File: config.mk
export PLATFORM = sky130hd
export DESIGN_NAME = keypad_code_lock_controller
export DESIGN_NICKNAME = d
export VERILOG_FILES = /design/src/design/kcl_pkg.sv /design/src/design/kcl_in_stage.sv /design/src/design/kcl_core.sv /design/src/design/kcl_out_stage.sv /design/src/design/keypad_code_lock_controller.sv
export SDC_FILE = /design/constraint.sdc
export NUM_CORES = 1
export LEC_CHECK = 0
export ABC_AREA = 1
export BUFFER_PORTS_ARGS = -buffer_cell sky130_fd_sc_hd__clkbuf_2
export CELL_PAD_IN_SITES_DETAIL_PLACEMENT = 1
export CELL_PAD_IN_SITES_GLOBAL_PLACEMENT = 1
export CORE_ASPECT_RATIO = 0.7
export CORE_UTILIZATION = 45
export CTS_BUF_LIST = sky130_fd_sc_hd__clkbuf_8
export CTS_CLUSTER_SIZE = 12
export DETAILED_ROUTE_END_ITERATION = 16
export PLACE_DENSITY_LB_ADDON = 0.08
export RECOVER_POWER = 50
export SLEW_MARGIN = 0
export SYNTH_ARGS = -nofsm -noshare
export SYNTH_HDL_FRONTEND = slang
export SYNTH_SLANG_ARGS = --single-unit
File: constraint.sdc
create_clock -name clk -period 3 [get_ports clk]
set_clock_uncertainty 0.15 [all_clocks]
set_input_delay 0.15 -clock clk [delete_from_list [all_inputs] [get_ports clk]]
set_output_delay 0.15 -clock clk [all_outputs]
set_load 0.05 [all_outputs]
File: src/design/kcl_pkg.sv
// Shared types and constants for the keypad code lock controller.
// No dependencies; every other design file but kcl_in_stage refers to this package by scoped names.
package kcl_pkg;

	// Default number of digits in the stored code.
	localparam int CODE_LENGTH_DEF = 4;

	// Operation codes of an input item.
	localparam logic [1:0] OP_KEYPAD   = 2'd0;
	localparam logic [1:0] OP_TERMINAL = 2'd1;
	localparam logic [1:0] OP_TOGGLE   = 2'd2;
	localparam logic [1:0] OP_CHANGE   = 2'd3;

	// Lock modes.
	localparam logic [1:0] MODE_KEYPAD   = 2'd0;
	localparam logic [1:0] MODE_TERMINAL = 2'd1;
	localparam logic [1:0] MODE_IDENTIFY = 2'd2;
	localparam logic [1:0] MODE_NEWCODE  = 2'd3;

	// Result event codes.
	localparam logic [3:0] EV_IGNORED   = 4'd0;
	localparam logic [3:0] EV_DIGIT     = 4'd1;
	localparam logic [3:0] EV_CLEARED   = 4'd2;
	localparam logic [3:0] EV_OPEN      = 4'd3;
	localparam logic [3:0] EV_WRONG     = 4'd4;
	localparam logic [3:0] EV_IDENT_OK  = 4'd5;
	localparam logic [3:0] EV_CHANGED   = 4'd6;
	localparam logic [3:0] EV_CANCELLED = 4'd7;
	localparam logic [3:0] EV_REENTER   = 4'd8;
	localparam logic [3:0] EV_SWITCHED  = 4'd9;

	// ASCII key codes with a meaning.
	localparam logic [7:0] KEY_DIGIT_LO = 8'h30;
	localparam logic [7:0] KEY_DIGIT_HI = 8'h39;
	localparam logic [7:0] KEY_HASH     = 8'h23;
	localparam logic [7:0] KEY_STAR     = 8'h2A;
	localparam logic [7:0] KEY_DASH     = 8'h2D;

	// One result item.
	typedef struct packed {
		logic [3:0] event_res;
		logic [2:0] position;
		logic [3:0] digit_value;
		logic [1:0] lock_mode;
	} result_t;

endpackage

File: src/design/kcl_in_stage.sv
// Input register of the keypad code lock controller.
// Does not refer to kcl_pkg; holds one item ahead of the core.
module kcl_in_stage (
	input  logic       clk,
	input  logic       arst_n,
	input  logic       in_valid,
	output logic       in_ready,
	input  logic [1:0] op,
	input  logic [7:0] key,
	input  logic       advance,
	output logic       valid_s1,
	output logic [1:0] op_s1,
	output logic [7:0] key_s1
);

	// The register can take a new item when empty or when its item moves on.
	assign in_ready = !valid_s1 || advance;

	// Valid flag of the held item.
	always_ff @(posedge clk or negedge arst_n) begin
		if (!arst_n) begin
			valid_s1 <= 1'b0;
		end else if (in_ready) begin
			valid_s1 <= in_valid;
		end
	end

	// Payload of the held item.
	always_ff @(posedge clk) begin
		if (in_ready && in_valid) begin
			op_s1  <= op;
			key_s1 <= key;
		end
	end

endmodule

File: src/design/kcl_core.sv
// Lock state and per-item update logic of the keypad code lock controller.
// Depends on kcl_pkg for modes, events, key codes and the result struct.
module kcl_core #(
	parameter int CODE_LENGTH = kcl_pkg::CODE_LENGTH_DEF
) (
	input  logic                clk,
	input  logic                arst_n,
	input  logic                commit,
	input  logic [1:0]          op_s1,
	input  logic [7:0]          key_s1,
	output kcl_pkg::result_t    res
);

	localparam int CW = $clog2(CODE_LENGTH + 2);
	localparam logic [CW-1:0] COUNT_FULL   = CW'(CODE_LENGTH + 1);
	localparam logic [CW-1:0] COUNT_ENOUGH = CW'(CODE_LENGTH);

	logic [1:0]    mode_q;
	logic [CW-1:0] count_q;
	logic [3:0]    entry_q [CODE_LENGTH];
	logic [3:0]    code_q  [CODE_LENGTH];

	logic [1:0]    mode_d;
	logic [CW-1:0] count_d;
	logic          take_en;
	logic          store_en;
	logic [3:0]    ev;
	logic [2:0]    pos;
	logic [3:0]    dval;
	logic          is_digit;
	logic          keypad_like;
	logic          enough;
	logic          full;
	logic          match;
	logic [7:0]    clear_key;
	logic [3:0]    digit;

	// Key decode and entry status.
	assign is_digit    = (key_s1 >= kcl_pkg::KEY_DIGIT_LO) && (key_s1 <= kcl_pkg::KEY_DIGIT_HI);
	assign digit       = key_s1[3:0];
	assign keypad_like = (mode_q == kcl_pkg::MODE_KEYPAD) || (mode_q == kcl_pkg::MODE_TERMINAL);
	assign enough      = count_q >= COUNT_ENOUGH;
	assign full        = count_q >= COUNT_FULL;
	assign clear_key   = (mode_q == kcl_pkg::MODE_TERMINAL) ? kcl_pkg::KEY_DASH : kcl_pkg::KEY_HASH;

	// Compare the held entry with the stored code, digit by digit.
	always_comb begin
		match = enough;
		for (int k = 0; k < CODE_LENGTH; k++) begin
			if (entry_q[k] != code_q[k]) begin
				match = 1'b0;
			end
		end
	end

	// Next state and result of the item in the input register.
	always_comb begin
		mode_d   = mode_q;
		count_d  = count_q;
		take_en  = 1'b0;
		store_en = 1'b0;
		ev       = kcl_pkg::EV_IGNORED;
		pos      = 3'd0;
		dval     = 4'd0;
		unique case (op_s1)
			kcl_pkg::OP_TOGGLE: begin
				if (keypad_like) begin
					mode_d  = (mode_q == kcl_pkg::MODE_KEYPAD) ? kcl_pkg::MODE_TERMINAL
					                                            : kcl_pkg::MODE_KEYPAD;
					count_d = '0;
					ev      = kcl_pkg::EV_SWITCHED;
				end
			end
			kcl_pkg::OP_CHANGE: begin
				if (keypad_like) begin
					mode_d  = kcl_pkg::MODE_IDENTIFY;
					count_d = '0;
					ev      = kcl_pkg::EV_SWITCHED;
				end else if (mode_q == kcl_pkg::MODE_IDENTIFY) begin
					mode_d  = kcl_pkg::MODE_KEYPAD;
					count_d = '0;
					ev      = kcl_pkg::EV_CANCELLED;
				end
			end
			default: begin
				if ((op_s1 == kcl_pkg::OP_TERMINAL) != (mode_q == kcl_pkg::MODE_TERMINAL)) begin
					// A key from the source that is not active is ignored.
					ev = kcl_pkg::EV_IGNORED;
				end else if (mode_q == kcl_pkg::MODE_NEWCODE) begin
					if (is_digit) begin
						if (full) begin
							count_d = '0;
							ev      = kcl_pkg::EV_REENTER;
						end else begin
							take_en = 1'b1;
							count_d = count_q + 1'b1;
							pos     = 3'(count_q);
							dval    = digit;
							ev      = kcl_pkg::EV_DIGIT;
						end
					end else if (key_s1 == kcl_pkg::KEY_STAR) begin
						store_en = enough;
						ev       = enough ? kcl_pkg::EV_CHANGED : kcl_pkg::EV_CANCELLED;
						mode_d   = kcl_pkg::MODE_KEYPAD;
						count_d  = '0;
					end else if (key_s1 == kcl_pkg::KEY_HASH) begin
						mode_d  = kcl_pkg::MODE_KEYPAD;
						count_d = '0;
						ev      = kcl_pkg::EV_CANCELLED;
					end
				end else begin
					if (is_digit) begin
						if (full) begin
							count_d = '0;
							ev      = kcl_pkg::EV_CLEARED;
						end else begin
							take_en = 1'b1;
							count_d = count_q + 1'b1;
							pos     = 3'(count_q);
							ev      = kcl_pkg::EV_DIGIT;
						end
					end else if (key_s1 == clear_key) begin
						count_d = '0;
						ev      = kcl_pkg::EV_CLEARED;
					end else if (key_s1 == kcl_pkg::KEY_STAR) begin
						count_d = '0;
						if (mode_q == kcl_pkg::MODE_IDENTIFY) begin
							mode_d = match ? kcl_pkg::MODE_NEWCODE : kcl_pkg::MODE_KEYPAD;
							ev     = match ? kcl_pkg::EV_IDENT_OK : kcl_pkg::EV_WRONG;
						end else begin
							ev = match ? kcl_pkg::EV_OPEN : kcl_pkg::EV_WRONG;
						end
					end
				end
			end
		endcase
	end

	assign res.event_res   = ev;
	assign res.position    = pos;
	assign res.digit_value = dval;
	assign res.lock_mode   = mode_d;

	// Mode, entry count and stored code.
	always_ff @(posedge clk or negedge arst_n) begin
		if (!arst_n) begin
			mode_q  <= kcl_pkg::MODE_KEYPAD;
			count_q <= '0;
			for (int k = 0; k < CODE_LENGTH; k++) begin
				code_q[k] <= 4'd0;
			end
		end else if (commit) begin
			mode_q  <= mode_d;
			count_q <= count_d;
			if (store_en) begin
				for (int k = 0; k < CODE_LENGTH; k++) begin
					code_q[k] <= entry_q[k];
				end
			end
		end
	end

	// Entry digits; a digit lands at the slot given by the count.
	// Digits past the count never affect a result, so the entry needs no clearing.
	always_ff @(posedge clk) begin
		for (int k = 0; k < CODE_LENGTH; k++) begin
			if (commit && take_en && (count_q == CW'(k))) begin
				entry_q[k] <= digit;
			end
		end
	end

	// The count never passes one beyond the code length.
	a_count_bound: assert property (@(posedge clk) disable iff (!arst_n)
		count_q <= COUNT_FULL)
		else $error("entry count beyond its limit");

	// Only a taken digit reports a position.
	a_pos_digit: assert property (@(posedge clk) disable iff (!arst_n)
		commit && (res.event_res != kcl_pkg::EV_DIGIT) |-> res.position == 3'd0)
		else $error("position reported without a digit");

	// A good identity leads into new code entry with an empty entry.
	a_ident_ok: assert property (@(posedge clk) disable iff (!arst_n)
		commit && (res.event_res == kcl_pkg::EV_IDENT_OK)
		|=> (mode_q == kcl_pkg::MODE_NEWCODE) && (count_q == '0))
		else $error("identity accepted without entering new code mode");

	// A stored code change returns to keypad mode.
	a_changed: assert property (@(posedge clk) disable iff (!arst_n)
		commit && (res.event_res == kcl_pkg::EV_CHANGED)
		|=> (mode_q == kcl_pkg::MODE_KEYPAD) && (count_q == '0))
		else $error("code change did not return to keypad mode");

endmodule

File: src/design/kcl_out_stage.sv
// Result register of the keypad code lock controller.
// Depends on kcl_pkg for the result struct.
module kcl_out_stage (
	input  logic             clk,
	input  logic             arst_n,
	input  logic             load,
	input  kcl_pkg::result_t res,
	output logic             out_valid,
	input  logic             out_ready,
	output kcl_pkg::result_t res_q
);

	// Valid flag: set on load, cleared once the item is taken.
	always_ff @(posedge clk or negedge arst_n) begin
		if (!arst_n) begin
			out_valid <= 1'b0;
		end else if (load) begin
			out_valid <= 1'b1;
		end else if (out_ready) begin
			out_valid <= 1'b0;
		end
	end

	// Result payload.
	always_ff @(posedge clk) begin
		if (load) begin
			res_q <= res;
		end
	end

endmodule

File: src/design/keypad_code_lock_controller.sv
// Top level of the keypad code lock controller: input register, lock core, result register.
// Depends on kcl_pkg, kcl_in_stage, kcl_core and kcl_out_stage.
//
//   Channel  Handshake             Payload
//   input    in_valid / in_ready   op[1:0], key[7:0]
//   output   out_valid / out_ready event_res[3:0], position[2:0], digit_value[3:0], lock_mode[1:0]
//
// The lock update works on the item in the input register and loads the result register
// as that item moves on; the state update and the result load share that edge.
// One item is accepted per cycle unless a result stalls; the core's state update sets that rate.
// Reset clears the mode to keypad, empties the entry and sets the stored code to all zeros.
// A stalled result holds in the result register; the input register still takes one more item.
module keypad_code_lock_controller #(
	parameter int CODE_LENGTH = kcl_pkg::CODE_LENGTH_DEF
) (
	input  logic       clk,
	input  logic       arst_n,
	input  logic       in_valid,
	output logic       in_ready,
	input  logic [1:0] op,
	input  logic [7:0] key,
	output logic       out_valid,
	input  logic       out_ready,
	output logic [3:0] event_res,
	output logic [2:0] position,
	output logic [3:0] digit_value,
	output logic [1:0] lock_mode
);

	logic             valid_s1;
	logic [1:0]       op_s1;
	logic [7:0]       key_s1;
	logic             advance;
	kcl_pkg::result_t res;
	kcl_pkg::result_t res_q;

	// The held item moves on when the result register is free or being emptied.
	assign advance = valid_s1 && (!out_valid || out_ready);

	kcl_in_stage u_in (
		.clk      (clk),
		.arst_n   (arst_n),
		.in_valid (in_valid),
		.in_ready (in_ready),
		.op       (op),
		.key      (key),
		.advance  (advance),
		.valid_s1 (valid_s1),
		.op_s1    (op_s1),
		.key_s1   (key_s1)
	);

	kcl_core #(
		.CODE_LENGTH (CODE_LENGTH)
	) u_core (
		.clk    (clk),
		.arst_n (arst_n),
		.commit (advance),
		.op_s1  (op_s1),
		.key_s1 (key_s1),
		.res    (res)
	);

	kcl_out_stage u_out (
		.clk       (clk),
		.arst_n    (arst_n),
		.load      (advance),
		.res       (res),
		.out_valid (out_valid),
		.out_ready (out_ready),
		.res_q     (res_q)
	);

	assign event_res   = res_q.event_res;
	assign position    = res_q.position;
	assign digit_value = res_q.digit_value;
	assign lock_mode   = res_q.lock_mode;

endmodule

==> Word-level counts from Yosys, hierarchy flattened <==
Memory sizes are Yosys's and may differ from the RTL's.
Index checks and enable logic that the tools add are counted.
{ "word_totals": {"regBits": 46, "mem_bits_rw": 16, "in_bits": 14, "output_inout_bits": 15, "mem_count": 1} }
{ "classes": {"add_sub_neg": 1, "order_cmp": 4, "n_eq_ne": 21, "n_mux": 79, "bitwise_logic": 2, "reduce_logical": 25} }
{ "mem_list": {"columns": ["name", "words", "word_bits", "rd", "rd_ports_with_merged_regs", "write_ports", "line", "text"], "rows": [
  ["u_core.entry_q", 4, 4, 4, 0, 1, "kcl_core.sv:20", "logic [3:0] entry_q [CODE_LENGTH];"]
]} }
{ "op_table": {"columns": ["op", "count"], "rows": [
  ["$mux 4", 15],
  ["$mux 3", 15],
  ["$mux 2", 17],
  ["$mux 1", 29],
  ["$eq 8x6->1 const B", 2],
  ["$ne 4x4->1", 4],
  ["$reduce_or 4->1", 3],
  ["$eq 2x2->1 const B", 4],
  ["$eq 8x8->1", 1],
  ["$ge 8x6->1 const B", 1],
  ["$le 8x6->1 const B", 1],
  ["$logic_and 1x1->1", 8],
  ["$pmux 4 s2", 1],
  ["$eq 3x2->1 const B", 2],
  ["$ge 3x3->1 const B", 2],
  ["$ne 6x5->1 const B", 1],
  ["$pmux 3 s2", 1],
  ["$reduce_and 6->1", 1],
  ["$reduce_bool 6->1", 1],
  ["$reduce_or 6->1", 1],
  ["$reduce_or 5->1", 1],
  ["$eq 2x1->1 const B", 2],
  ["$pmux 2 s2", 1],
  ["$add 3x1->3 const B", 1],
  ["13 further kinds", 17]
]} }

==> Depth between registers and ports, before layout <==
An unclocked memory read counts as a cell.
{ "depth": {"ltp_word": 14, "mapped_depth": 14, "mapped_depth_nobuf": 14} }

==> By module <==
From an unflattened synthesis, not the netlist that was laid out.
{ "unflattened": {"cells_unflattened": 339, "area_unflattened_um2": 3100.5} }
{ "by_module_without_submodules": {"columns": ["module", "n_inst", "cells_each", "area_per_inst_um2", "seq_area_each_um2"], "rows": [
  ["kcl_core", 1, 302, 2308.5, 1006.0],
  ["kcl_out_stage", 1, 18, 430.4, 415.4],
  ["kcl_in_stage", 1, 16, 345.3, 325.3],
  ["keypad_code_lock_controller", 1, 3, 16.3, 0.0]
]} }

==> Worst setup path before layout <==
No wires, ideal clock.
{ "synth_timing": {"path_kind": "register to register", "start": "register u_core.mode_q[1]", "end": "memory u_core.entry_q[0][0] (enable)", "setup_time_ns": 0.329, "arrival_ns": 1.675, "required_ns": 2.521, "slack_ns": 0.846, "path_stages_with_launch": 12, "cell_sequence": "dfrtp_1 -> inv_1 -> ha_1 -> inv_1 -> o21ai_1 -> nand2_2 -> inv_2 -> nor2_4 -> inv_2 -> nor2_1 -> nand3_1 -> nor2_1"} }
{ "synth_via": {"elab_chain_cells": 12, "elab_cells_between_ends": 26, "classes_between": "eq/ne (2); mux (16); reduce/logical (8)"} }
{ "synth_lines": {"columns": ["item", "line", "text"], "rows": [
  ["start: declaration", "kcl_core.sv:18", "logic [1:0] mode_q;"],
  ["start signal: assignment", "kcl_core.sv:147", "mode_q <= kcl_pkg::MODE_KEYPAD;"],
  ["start signal: assignment", "kcl_core.sv:153", "mode_q <= mode_d;"],
  ["$eq 2x1->1 (*)", "kcl_core.sv:86", "if ((op_s1 == kcl_pkg::OP_TERMINAL) != (mode_q == kcl_pkg::MODE_TERMINAL)) begin"],
  ["$ne 1x1->1 (*)", "kcl_core.sv:86", null],
  ["$mux 1 (*)", "kcl_core.sv:86", null],
  ["$mux 1 (*)", "kcl_core.sv:65", "unique case (op_s1)"],
  ["$logic_and 1x1->1 (*)", "kcl_core.sv:167", "if (commit && take_en && (count_q == CW'(k))) begin"],
  ["$logic_and 1x1->1", "kcl_core.sv:167", null],
  ["$mux 1", "kcl_core.sv:167", null],
  ["$mux 1 (implied by the code)", "kcl_core.sv:168", "entry_q[k] <= digit;"],
  ["$reduce_or 4->1 (no source line)", null, null],
  ["$mux 2 (no source line) / $mux 1 (equally long branches) (3 in series)", null, null],
  ["end: declaration", "kcl_core.sv:20", null]
]} }
Every way passes the cells marked *; elsewhere a longest branch is shown, timed or not.

==> Final worst setup path <==
{ "layout_timing": {"start": "register u_core.mode_q[1]", "end": "memory u_core.entry_q[0][1] (enable)"} }
Same word-level chain as after synthesis.

==> metrics.yaml <==
hold_class: "input pin to register"
grt_max_degree: 24
clk_latency_ns: 0.35
die-height_um: 70.8
cts_root_buf: "clkbuf_8"
drv_slew: 0
reg2reg_slack_ns: 0.32
period_needed_ns: 2.68
initial_core_util: 0.478
final_common_cell: "nand2_1"
synth_edf_count: 39
r2r-end: "u_core.entry_q[0][1]$_DFFE_PP_"
area_delta_synth_final_pct: 18.5
grtUsageTotal: 0.241
clkTransAtPathRegs_ns: 0.08
synth_area_leaders: "edfxtp_1, dfrtp_1, nand2_1"
wl_per_cell_um: 15.9
synth_ff_type: "edfxtp_1"
drt_iter0_drc: 126
cp_cell_sequence: "inv_1 -> ha_1 -> inv_1 -> o21ai_1 -> nand2_2 -> inv_2 -> nor2_4 -> inv_2 -> nor2_1 -> nand3_1 -> nor2_1"
grt_overflow: 0
holdPathEnd: "u_in.key_s1[0]$_DFFE_PP_"
slew_headroom: 0.100
antenna_found_initial: 0
p_leak_uw: 0.00163
max_slew.worst_pin.slew_ns: 1.35
ctsResizeCount: 0
final_antenna_net_count: 0
rsz0062_at_grt: "no"
antenna_cells: 0
p_per_area_nw_per_um2: 652
ys_seq_area_frac: 0.574
setup.worst_path.class: "register to register"
grt_pass1_vias: 2403
drive_above_1_share: 0.102
wirelength_um: 7550
cts_max_level: 3
dieArea_um2: 7110
synth-simple-area-share: 0.207
synth_nets: 352
synth_compound_area_frac: 0.0666
yosys.area_share.adder: 0.0452
ioPinCount: 29
maxCapViolCount: 0
synth_top_family_by_area: "simple AND/OR/NAND/NOR gates"
drtPass1Iterations: 4
slowest_stage: "dfrtp_1"
core_area_um2: 6370
peakVddDrop_mv: 0.567
synthMuxAreaShare: 0.0148
r2r_cells: 11
setup_viol: 0
whs_path_depth: 2
synth_top_area_cell: "edfxtp_1"
syn-cell-area_um2: 3050
status: "complete, no violations"
critical_path_arrival_ns: 2.54
clock_sinks: 62
timing.final.crit_share: 0.894
num_vias: 2329
avgSynthCellArea_um2: 9.31
start_kind: "register"
rows: 24
max_stage_delay_ns: 0.49
crit_path_max_fanout: 8
gp_congestion: 0.868
hp-start: "key[0]"
syn-instance-count: 327
hpwl_um: 5370
post-cts-setup-buffer-count: 0
ys_types: 32
viasPerCell: 4.91
grt_pass1_wl_um: 12400
io_buffers: 28
cp.required_ns: 2.86
nets: 403
layout_common_cells: "nand2_1, inv_1, edfxtp_1"
tns_ns: 0
drc_errors: 0
clockBufferDepth: 2
cts_tree: "built"
die_w_um: 100
postSynth.asyncResetShare: 0.371
rr_startpoint: "u_core.mode_q[1]$_DFFE_PN0P_"
ys_warn_count: 0
fmax_ghz: 0.373
cts_buffers: 9
ys_ff_latch: 62
synth-xor-area-share: 0.00863
hold_violations: 0
power_uw: 2350
synth_top_area_share: 0.385
critPathCaptureType: "register"
==> cell usage after synthesis, drive strengths merged, types with 2 or more instances <==
cell     n
edfxtp  39
inv     57
xnor2    3
ha      11
dfrtp   23
mux2     3
nor2    35
nor3     2
o21ai   30
buf      4
a21oi    2
nand2   89
nand3   15
nand4    4
==> critical path, delay by kind of cell (launching register included) <==
| family | cells | cell delay [ns] |
|---|---|---|
| compound gates | 1 | 0.08 |
| fa+ha+maj | 1 | 0.25 |
| buf+inv | 4 | 0.35 |
| flops | 1 | 0.49 |
| simple gates | 5 | 1.02 |
==> flip-flops by register name, indices dropped and copies added (netlist names) <==
register         cells
u_core.entry_q      16
u_out.res_q         13
u_core.mode_q        2
u_in.op_s1           2
u_out.out_valid      1
u_core.code_q       16
u_in.valid_s1        1
u_core.count_q       3
u_in.key_s1          8
==> per-layer routing <==
metal / up-vias / global-route usage / part of all wire
met5: - / 0 / 0
li1: 1143 / - / -
met2: 70 / 0.365 / 0.44
met3: 15 / 0.0662 / 0.055
met1: 1101 / 0.330 / 0.48
met4: 0 / 0.0998 / 0.017
==> cell type report <==
class | count | area (um2)
flip-flops and latches | 62 | 1750
repair buffers | 44 | 274
clock buffers | 10 | 138
inverters | 58 | 219
multi-input cells | 203 | 1040
well taps | 91 | 114
fillers | 760 | 2760
clock inverters | 6 | 77.6
==> worst max-delay path by stage <==
stage                                             from                              to  cells past startpoint
after floorplan           u_core.mode_q[1]$_DFFE_PN0P_  u_core.entry_q[0][0]$_DFFE_PP_                     11
after global placement    u_core.mode_q[1]$_DFFE_PN0P_  u_core.entry_q[1][2]$_DFFE_PP_                     11
after detailed placement  u_core.mode_q[1]$_DFFE_PN0P_  u_core.entry_q[0][2]$_DFFE_PP_                     11
after CTS                 u_core.mode_q[1]$_DFFE_PN0P_  u_core.entry_q[0][3]$_DFFE_PP_                     11
after global routing      u_core.mode_q[1]$_DFFE_PN0P_  u_core.entry_q[2][1]$_DFFE_PP_                     11
final                     u_core.mode_q[1]$_DFFE_PN0P_  u_core.entry_q[0][1]$_DFFE_PP_                     11
==> repair_timing <==
item | CTS | global route
hold buffers | 14 | 0
endpoints found under the hold margin | 35 | 0
endpoints found under the setup margin | 0 | 0
==> cells by family after synthesis <==
logic type | Yosys count
XOR/XNOR | 3
buffers and inverters | 62
AND/OR/NAND/NOR | 149
adder cells (fa/ha/maj) | 11
multiplexers | 3
flip-flops | 62
AO/OA/AOI/OAI | 37
==> power by group <==
| group | internal (uW) | switching [uW] | total (uW) |
|---|---|---|---|
| logic | 128 | 374 | 502 |
| registers | 986 | 54.9 | 1040 |
| clock network | 482 | 329 | 810 |
| total | 1600 | 758 | 2350 |
==> stage by stage <==
stage / instances / setup WS, ns / util / hold slack (ns) / cell area, um2
final: 474 / 0.319 / 0.567 / 0.367 / 3610
after global routing: 474 / 0.135 / 0.567 / 0.363 / 3610
after CTS: 474 / 0.328 / 0.570 / 0.211 / 3630
after detailed placement: 444 / 0.366 / 0.515 / 0.0562 / 3280
after global placement: 444 / 0.602 / 0.515 / 0.0560 / 3280
after floorplan: 327 / 0.846 / - / -0.296 / 3050
(Power assumes the default switching activity.)
